**src/sv/weighted_graph_two_hop_route_query_macros.svh**
```systemverilog
// ----------------------------------------------------------------------------
// Assertion macros for the two-hop route query block
// Implication checks on clk, disabled while rst_n is low.
// ----------------------------------------------------------------------------
`ifndef WEIGHTED_GRAPH_TWO_HOP_ROUTE_QUERY_MACROS_SVH
`define WEIGHTED_GRAPH_TWO_HOP_ROUTE_QUERY_MACROS_SVH

`ifndef NO_ASSERTIONS
// same-cycle implication
`define WGTRQ_ASSERT_IMP(label, clk, rst_n, ante, cons, msg) \
  label: assert property (@(posedge clk) disable iff (!rst_n) (ante) |-> (cons)) \
    else $error(msg);
// next-cycle implication
`define WGTRQ_ASSERT_NXT(label, clk, rst_n, ante, cons, msg) \
  label: assert property (@(posedge clk) disable iff (!rst_n) (ante) |=> (cons)) \
    else $error(msg);
`else
`define WGTRQ_ASSERT_IMP(label, clk, rst_n, ante, cons, msg)
`define WGTRQ_ASSERT_NXT(label, clk, rst_n, ante, cons, msg)
`endif

`endif

```
**src/sv/wgtrq_pkg.sv**
```systemverilog
// ----------------------------------------------------------------------------
// wgtrq_pkg
// Shared widths, codes, state and controller/datapath interface types.
// ----------------------------------------------------------------------------
package wgtrq_pkg;

  localparam int DEF_MAX_CITIES  = 32;
  localparam int DEF_WEIGHT_BITS = 16;

  localparam int CITY_W      = 6;
  localparam int OP_W        = 2;
  localparam int KIND_W      = 3;
  localparam int IN_WEIGHT_W = 16;
  localparam int SUM_W       = 17;
  localparam int IN_TDATA_W  = 48;
  localparam int OUT_TDATA_W = 40;

  localparam logic [CITY_W-1:0] NUM_CITIES_RST = 6'd32;

  typedef enum logic [OP_W-1:0] {
    OP_WRITE = 2'd0,
    OP_ROUTE = 2'd1,
    OP_NBR   = 2'd2,
    OP_NONE  = 2'd3
  } op_t;

  typedef enum logic [KIND_W-1:0] {
    KIND_DIRECT    = 3'd0,
    KIND_NO_DIRECT = 3'd1,
    KIND_VIA       = 3'd2,
    KIND_NO_VIA    = 3'd3,
    KIND_NBR       = 3'd4,
    KIND_NO_NBR    = 3'd5,
    KIND_BAD       = 3'd6
  } kind_t;

  typedef enum logic [3:0] {
    ST_CLEAR,
    ST_IDLE,
    ST_DECODE,
    ST_WRITE,
    ST_BAD,
    ST_DIRECT_RD,
    ST_DIRECT,
    ST_SCAN,
    ST_FINISH
  } state_t;

  // source of a result loaded into the output register
  typedef enum logic [1:0] {
    OSEL_BAD,
    OSEL_DIRECT,
    OSEL_PEND,
    OSEL_NONE
  } out_sel_t;

  typedef struct packed {
    logic     load;       // input transfer: latch item, restart scan
    logic     clr_we;     // clearing pass: zero one entry, step address
    logic     edge_we;    // store edge weights
    logic     rd_direct;  // read entry (source, dest)
    logic     rd_scan;    // read candidate k, step k
    logic     consume;    // evaluated candidate retired
    logic     pend_load;  // hit goes to pending register
    logic     pend_clr;
    logic     push;       // load output register
    out_sel_t out_sel;
    logic     push_last;
  } dp_cmd_t;

  typedef struct packed {
    op_t  op;
    logic bad;
    logic clr_last;
    logic k_end;
    logic rd_v;
    logic hit;
    logic pend_v;
    logic out_free;
  } dp_stat_t;

endpackage

```
**src/sv/wgtrq_ctrl.sv**
```systemverilog
// ----------------------------------------------------------------------------
// wgtrq_ctrl
// Sequencer: clearing pass, decode, edge write, direct read, candidate scan.
// ----------------------------------------------------------------------------
module wgtrq_ctrl (
  input  logic                clk,
  input  logic                rst_n,
  input  logic                in_tvalid,
  output logic                in_tready,
  input  wgtrq_pkg::dp_stat_t stat,
  output wgtrq_pkg::dp_cmd_t  cmd
);
  import wgtrq_pkg::*;

  state_t state_r, state_nxt;
  logic   stall;

  // scan holds when a new hit must evict the pending result but output is busy
  assign stall = stat.rd_v && stat.hit && stat.pend_v && !stat.out_free;

  always_ff @(posedge clk) begin
    if (!rst_n) begin
      state_r <= ST_CLEAR;
    end else begin
      state_r <= state_nxt;
    end
  end

  always_comb begin
    state_nxt = state_r;
    case (state_r)
      ST_CLEAR: begin
        if (stat.clr_last) state_nxt = ST_IDLE;
      end
      ST_IDLE: begin
        if (in_tvalid) state_nxt = ST_DECODE;
      end
      ST_DECODE: begin
        if (stat.op == OP_NONE) begin
          state_nxt = ST_IDLE;
        end else if (stat.bad) begin
          state_nxt = ST_BAD;
        end else begin
          case (stat.op)
            OP_WRITE: state_nxt = ST_WRITE;
            OP_ROUTE: state_nxt = ST_DIRECT_RD;
            OP_NBR:   state_nxt = ST_SCAN;
            default:  state_nxt = ST_IDLE;
          endcase
        end
      end
      ST_WRITE:     state_nxt = ST_IDLE;
      ST_BAD: begin
        if (stat.out_free) state_nxt = ST_IDLE;
      end
      ST_DIRECT_RD: state_nxt = ST_DIRECT;
      ST_DIRECT: begin
        if (stat.out_free) state_nxt = ST_SCAN;
      end
      ST_SCAN: begin
        if (!stall && stat.k_end) state_nxt = ST_FINISH;
      end
      ST_FINISH: begin
        if (stat.out_free) state_nxt = ST_IDLE;
      end
      default: state_nxt = ST_CLEAR;
    endcase
  end

  always_comb begin
    in_tready     = 1'b0;
    cmd           = '0;
    cmd.out_sel   = OSEL_BAD;
    case (state_r)
      ST_CLEAR: begin
        cmd.clr_we = 1'b1;
      end
      ST_IDLE: begin
        in_tready = 1'b1;
        cmd.load  = in_tvalid;
      end
      ST_WRITE: begin
        cmd.edge_we = 1'b1;
      end
      ST_BAD: begin
        cmd.push      = stat.out_free;
        cmd.out_sel   = OSEL_BAD;
        cmd.push_last = 1'b1;
      end
      ST_DIRECT_RD: begin
        cmd.rd_direct = 1'b1;
      end
      ST_DIRECT: begin
        cmd.push    = stat.out_free;
        cmd.out_sel = OSEL_DIRECT;
      end
      ST_SCAN: begin
        if (!stall) begin
          cmd.consume   = stat.rd_v;
          cmd.pend_load = stat.rd_v && stat.hit;
          cmd.push      = stat.rd_v && stat.hit && stat.pend_v;
          cmd.rd_scan   = !stat.k_end;
        end
        cmd.out_sel = OSEL_PEND;
      end
      ST_FINISH: begin
        cmd.push      = stat.out_free;
        cmd.out_sel   = stat.pend_v ? OSEL_PEND : OSEL_NONE;
        cmd.push_last = 1'b1;
        cmd.pend_clr  = stat.out_free;
      end
      default: begin
        cmd.out_sel = OSEL_BAD;
      end
    endcase
  end

endmodule

```
**config.mk**
```make
export PLATFORM = sky130hd
export DESIGN_NAME = wgtrq_ctrl
export DESIGN_NICKNAME = d
export VERILOG_FILES = /design/src/sv/weighted_graph_two_hop_route_query_macros.svh /design/src/sv/wgtrq_pkg.sv /design/src/sv/wgtrq_ctrl.sv
export SDC_FILE = /design/constraint.sdc
export NUM_CORES = 1
export LEC_CHECK = 0
export ABC_CLOCK_PERIOD_IN_PS = 1500
export BUFFER_PORTS_ARGS = -buffer_cell sky130_fd_sc_hd__buf_2
export CORE_AREA = 2 2 39 41
export CTS_CLUSTER_SIZE = 16
export DETAILED_ROUTE_END_ITERATION = 12
export DIE_AREA = 0 0 41 43
export PLACE_DENSITY = 0.67
export SYNTH_ARGS = -nofsm -noshare
export SYNTH_HDL_FRONTEND = slang
export SYNTH_SLANG_ARGS = --single-unit
```
**constraint.sdc**
```tcl
create_clock -name clk -period 1.5 [get_ports clk]
set_input_delay 0.375 -clock clk [delete_from_list [all_inputs] [get_ports clk]]
set_output_delay 0.375 -clock clk [all_outputs]
set_load 0.005 [all_outputs]
```
# == After elaboration in Yosys (flattened, before gate mapping) ==
# Cells that the tools add are included.
# totals
register_bits,4
latch_bits,0
ram_bits,0
rom_bits,0
output_inout_bits,13
mem_count,0
# classes
add_sub_neg,0
multipliers,0
n_div,0
n_lt_le_gt_ge,0
n_eq_ne,16
shift,0
muxes,22
n_bitwise,0
reduce_logical,12
# op_table
operator,count
one-hot mux 4 bit (8 select lines),1
2-to-1 mux 4 bit,5
== test 4 x 3 -> 1 bit (second input constant),4
2-to-1 mux 3 bit,4
2-to-1 mux 1 bit,9
one-hot mux 3 bit (3 select lines),1
== test 4 x 2 -> 1 bit (second input constant),2
inequality test 2 bit (second input constant),4
one-hot mux 2 bit (3 select lines),1
AND reduction 5 bit,1
== test 2 bit (second input constant),2
== test 4 x 1 -> 1 bit (second input constant),1
== test 4 bit (second input constant),1
logical AND 1 bit,4
zero test 4 bit,1
zero test 1 bit,3
OR reduction 3 bit,1
== test 2 x 1 -> 1 bit (second input constant),1
zero test 2 bit,1
inequality test 2 x 1 -> 1 bit (second input constant),1
one-hot mux 1 bit (2 select lines),1
OR reduction 2 bit,1

# == Logic depth before layout (Yosys ltp) ==
# Gate-level depths: netlist (run 1).
# logic_depth
word_depth,7
ltp_mapped,5
ltp_nobuf,5

# == Least setup slack after synthesis (run 1) ==
# No wires, ideal clock.
# synth_timing
path_kind,register -> output
startpoint,register state_r[1]
endpoint,output cmd[3] (netlist name)
arrival_ns,1.131
required_ns,1.125
setup_slack_ns,-0.006
stages_incl_launch_ff,4
n_path_buf,0
path_cell_list,dfxtp_1 or4b_4 o221ai_2 and2_1
# synth_lines
element,line_no,source
"start, declared",wgtrq_ctrl.sv:15,"state_t state_r, state_nxt;"
"start signal, assigned",wgtrq_ctrl.sv:25,state_r <= state_nxt;
"end, declared",wgtrq_ctrl.sv:11,output wgtrq_pkg::dp_cmd_t cmd

==> reports/qor.txt, run 1 <==
hold depth = 3
Hold Fails Final Rpt = 0
Final Max Slew Viols = 0
crit end category = output pin
vias per inst = 5.10
Regs by FF count = state_r: 4 flops
GRT Util Overall = 0.214
TritonCTS buffer count = 3
synth top area cells = dfxtp_1, mux2i_1, nand2_1
Finished Core Util = 0.702
commonest register cell after synthesis = dfxtp_1
share of cells above drive strength 1 = 0.669
CP Data Arrival Time = 1.43 ns
post-synth top area cell = dfxtp_1
Syn. warnings = 0
initial core utilization = 0.335
share of the synthesized area in the top cell type = 0.173
Avg Cell Area, Syn = 6.91 um2
Port Buffers = 24
Design Power = 967 uW
drt total wl = 1780 um
critical path class = reg2out
CTS H-tree lvls = 1
dpl ws = -0.0842 ns
f_max = 554 MHz
Slew @ Worst Pin = 0.237 ns
synth-to-layout area growth = 110%
DR vias = 699
Yosys cell types = 29
max_cap viols = 0
final setup violation count = 17
TritonCTS clock tree = yes
register bit total from synthesis = 4
CTS Buffer Depth = 2
Largest register FFs = 4
DIE HEIGHT = 43 um
# DRC = 0
synth cell count leaders = nand2_1, nor2_1, nor3_1
share of flip-flops with an asynchronous set or reset = 0
part of the cycle the worst path needs = 1.20
setup ws final = -0.306 ns
Seq/Total Area, Yosys = 0.173
layout net count = 136
DP Cell Count = 119
CP startpoint kind = register
core box area = 0.00138 mm2
HP Class = in2reg
power per cell area = 996 mW/mm2
Max-Slew Margin vs Limit = 0.840
post-route ant nets = 0
syn_nets = 80
CP Data Required Time = 1.12 ns
final setup TNS = -2.44 ns
io pins = 25
global route total overflow = 0
post-DR wirelength/cell = 13.0 um
vias in the first global route = 661
initial antenna violation count = 0
worst-path fanout max = 2
Sink Count = 4
CTS clk-pin slew, worst paths = 0.04 ns
first-pass GRT wire length = 2590 um
Worst VDD drop = 620 uV
R2R depth = 6
fin crit period = 1.81 ns
RSZ-0062 raised after global routing = yes
Post-synth EDFFs = 0
Root Driver = clkbuf_4
final std cells w/o fill = 137
dpl cell area = 721 um2
later-pin clock latency in the skew report = 0.24 ns
Setup Skew = 0.00482 ns
outcome = complete, but fails checks
routability cong. = 0.806
failing checks = negative setup slack
Initial DRC Count = 12
num rows = 14
drt pass-1 iters = 4
mapped cell area = 463 um2
Biggest register = state_r
Hold Worst Slack = 0.448 ns
most common cell in the netlist = nand2_1
largest net degree at the start of global routing = 11
Die W = 41 um
Ant. Diodes = 0
Static Leak = 0.488 nW
Final Cell Area = 971 um2
Mapped Cells = 67
hpwl dp = 1080 um
die area = 0.00176 mm2
-- final cells by class --
cell class	instances	area, um2
Clock buffer	3	22.5
Fill cell	108	413
Inverter	4	17.5
Multi-Input combinational cell	55	449
Sequential cell	4	83.8
Tap cell	16	20.0
Timing Repair Buffer	55	378
-- final timing paths --
kind                    from          to  slack (ns)
hold / removal         rst_n  state_r[2]        0.45
setup / recovery  state_r[1]      cmd[3]       -0.31
setup reg to reg  state_r[1]  state_r[0]       -0.10
hold reg to reg   state_r[1]  state_r[1]        0.69
-- power breakdown --
part,switching (mW),total (mW),internal [mW],leakage (nW)
Combinational,0.316,0.683,0.368,0.441
Sequential,0.0131,0.146,0.133,0.0338
Clock,0.0471,0.137,0.0897,0.0138
Total,0.376,0.967,0.591,0.488
-- kinds of logic after synthesis --
family	after synthesis	share of synthesized area
AND/OR/NAND/NOR	36	0.400
AO/OA/AOI/OAI	13	0.222
buffers and inverters	8	0.0729
multiplexers	4	0.0865
flip-flops	4	0.173
XOR/XNOR	1	0.0189
adder cells (fa/ha/maj)	1	0.0270
-- metal layers --
| metal | vias to the layer above | global-route usage | part of all wire |
|---|---|---|---|
| met5 | - | 0 | 0 |
| met1 | 315 | 0.199 | 0.38 |
| met2 | 28 | 0.403 | 0.54 |
| met4 | 0 | 0.0533 | 0.029 |
| li1 | 350 | - | - |
| met3 | 6 | 0.0733 | 0.049 |
-- layout by cell type, fill, tap and decap left out, drive strengths merged, types with 2 or more instances in the layout --
cell type / netlist / routed
mux2i: 4 / 4
clkbuf: 1 / 3
nor4: 2 / 2
nor3: 6 / 6
nand2: 9 / 9
nor2: 8 / 8
o21ai: 3 / 3
buf: 3 / 55
nand2b: 3 / 3
and2: 2 / 2
inv: 4 / 4
dfxtp: 4 / 4
or3: 2 / 2
-- critical path: stages, from the launching register on --
cell and delay [ns]:
dfxtp_2 0.31, or4b_4 0.55, o221ai_4 0.08, and2_4 0.17, buf_6 0.08
-- timing repair --
item / in CTS / in global routing
pin swaps: 9 / 9
setup endpoints to repair: 17 / 17
gates resized for setup: 20 / 12
buffers inserted: 13 / 5
hold buffers: 0 / 0
hold endpoints to repair: 0 / 0
No activity file was read; power rests on OpenSTA's default activity.
==> inputs of run 2 (changes only) <==
ABC_CLOCK_PERIOD_IN_PS = 2300   (was 1500)
PLACE_DENSITY = unset   (was 0.67)
TNS_END_PERCENT = 100   (was unset)
clock period = 2.3 ns   (was 1.5 ns; I/O delays follow)
==> reports/qor.txt, run 2 (same netlist as run 1, synthesis figures left out) <==
TritonCTS buffer count = 3 (unchanged)
Setup Skew = 0.00380 ns (-0.00102 ns)
CP Data Arrival Time = 1.54 ns (+0.11 ns)
outcome = finished, final reports clean
largest net degree at the start of global routing = 16 (+5)
core box area = 0.00138 mm2 (unchanged)
CTS clk-pin slew, worst paths = 0.04 ns (about the same)
Slew @ Worst Pin = 0.349 ns (+0.111 ns)
initial core utilization = 0.335 (unchanged)
io pins = 25 (unchanged)
Hold Fails Final Rpt = 0 (unchanged)
Max-Slew Margin vs Limit = 0.767 (-0.0729)
f_max = 474 MHz
Port Buffers = 24 (unchanged)
dpl ws = 0.323 ns (+0.407 ns)
max_cap viols = 0 (unchanged)
HP Class = reg2reg
CTS H-tree lvls = 1 (unchanged)
crit end category = output pin
TritonCTS clock tree = yes
drt pass-1 iters = 4 (unchanged)
Post-CTS Hold Buffers = 0 (unchanged)
# DRC = 0 (unchanged)
Largest register FFs = 4 (unchanged)
critical path class = reg2out
Biggest register = state_r
drt total wl = 1150 um (-36%)
global route total overflow = 0 (unchanged)
Final Cell Area = 618 um2 (-36%)
die area = 0.00176 mm2 (unchanged)
num rows = 14 (unchanged)
vias in the first global route = 445 (-33%)
post-route ant nets = 0 (unchanged)
vias per inst = 5.18 (+1.5%)
Worst VDD drop = 461 uV (-26%)
RSZ-0062 raised after global routing = no
final setup TNS = 0 ns (+2.44 ns)
post-DR wirelength/cell = 10.7 um (-18%)
hpwl dp = 916 um (-15%)
CP startpoint kind = register
commonest non-fill, non-tap cell in the layout = buf_2
final setup violation count = 0 (-17)
Static Leak = 0.299 nW (-39%)
power per cell area = 668 mW/mm2 (-33%)
Regs by FF count = state_r: 4 flops
dpl cell area = 592 um2 (-18%)
Die W = 41 um (unchanged)
DIE HEIGHT = 43 um (unchanged)
Ant. Diodes = 0 (unchanged)
initial antenna violation count = 0 (unchanged)
DR vias = 554 (-21%)
setup ws final = 0.189 ns (+0.495 ns)
Root Driver = clkbuf_4
synth-to-layout area growth = 33.5%
CTS Buffer Depth = 2 (unchanged)
first-pass GRT wire length = 1830 um (-30%)
Initial DRC Count = 4 (-8)
share of cells above drive strength 1 = 0.374 (-0.296)
CP Data Required Time = 1.73 ns (+0.61 ns)
Sink Count = 4 (unchanged)
Final Max Slew Viols = 0 (unchanged)
Finished Core Util = 0.447 (-0.255)
most frequent cells in the layout = buf_2, nand2_1, nor2_1
later-pin clock latency in the skew report = 0.23 ns (about the same)
layout net count = 106 (-22%)
routability cong. = 0.804 (-0.29%)
worst-path fanout max = 15 (+13)
fin crit period = 2.11 ns
part of the cycle the worst path needs = 0.918
GRT Util Overall = 0.148 (-0.0663)
==> run 2: final timing paths <==
path	startpoint	to	slack (ns)	depth (start not counted)
worst min-delay path	state_r[3]	state_r[3]	0.55	2
worst max register to register	state_r[1]	state_r[2]	0.81	4
worst max-delay path	state_r[1]	cmd[3]	0.19	4
worst min register to register	state_r[3]	state_r[3]	0.55	2
==> run 2: layout make-up <==
class | instances | area [um2]
Clock buffer | 3 | 22.5
Inverter | 4 | 15.0
Sequential cell | 4 | 83.8
Tap cell | 16 | 20.0
Timing Repair Buffer | 25 | 128
Multi-Input combinational cell | 55 | 349
Fill cell | 150 | 766
==> run 2: where the power goes <==
| part | internal (mW) | switching (mW) |
|---|---|---|
| clock network | 0.0581 | 0.0250 |
| logic | 0.107 | 0.0934 |
| registers | 0.0857 | 0.0440 |
| total | 0.250 | 0.162 |
==> run 2: what timing repair did <==
action	in CTS	in global routing
setup endpoints to repair	0	2
gates resized for setup	0	3
buffers inserted	0	0
==> run 2: critical path: stages, from the launching register on <==
cell and delay, ns:
dfxtp_2 0.38, or4b_4 0.57, o221ai_2 0.10, and2_1 0.15, buf_2 0.10
==> run 2: routing by layer <==
layer / track usage / vias up / share of wire / wire length (um)
li1: - / 295 / - / -
met1: 0.199 / 239 / 0.46 / 529
met2: 0.219 / 20 / 0.46 / 525
met3: 0.0628 / 0 / 0.079 / 91
met4: 0.0200 / 0 / 0 / 0
met5: 0 / - / 0 / 0
==> run 2: per-stage QoR <==
stage	hold WS [ns]	total power, mW	std cells
floorplan	0.615	0.262	67
detailed placement	0.614	0.330	104
global route	0.604	0.458	107
global placement	0.598	0.332	104
finish	0.547	0.413	107
CTS	0.620	0.417	107
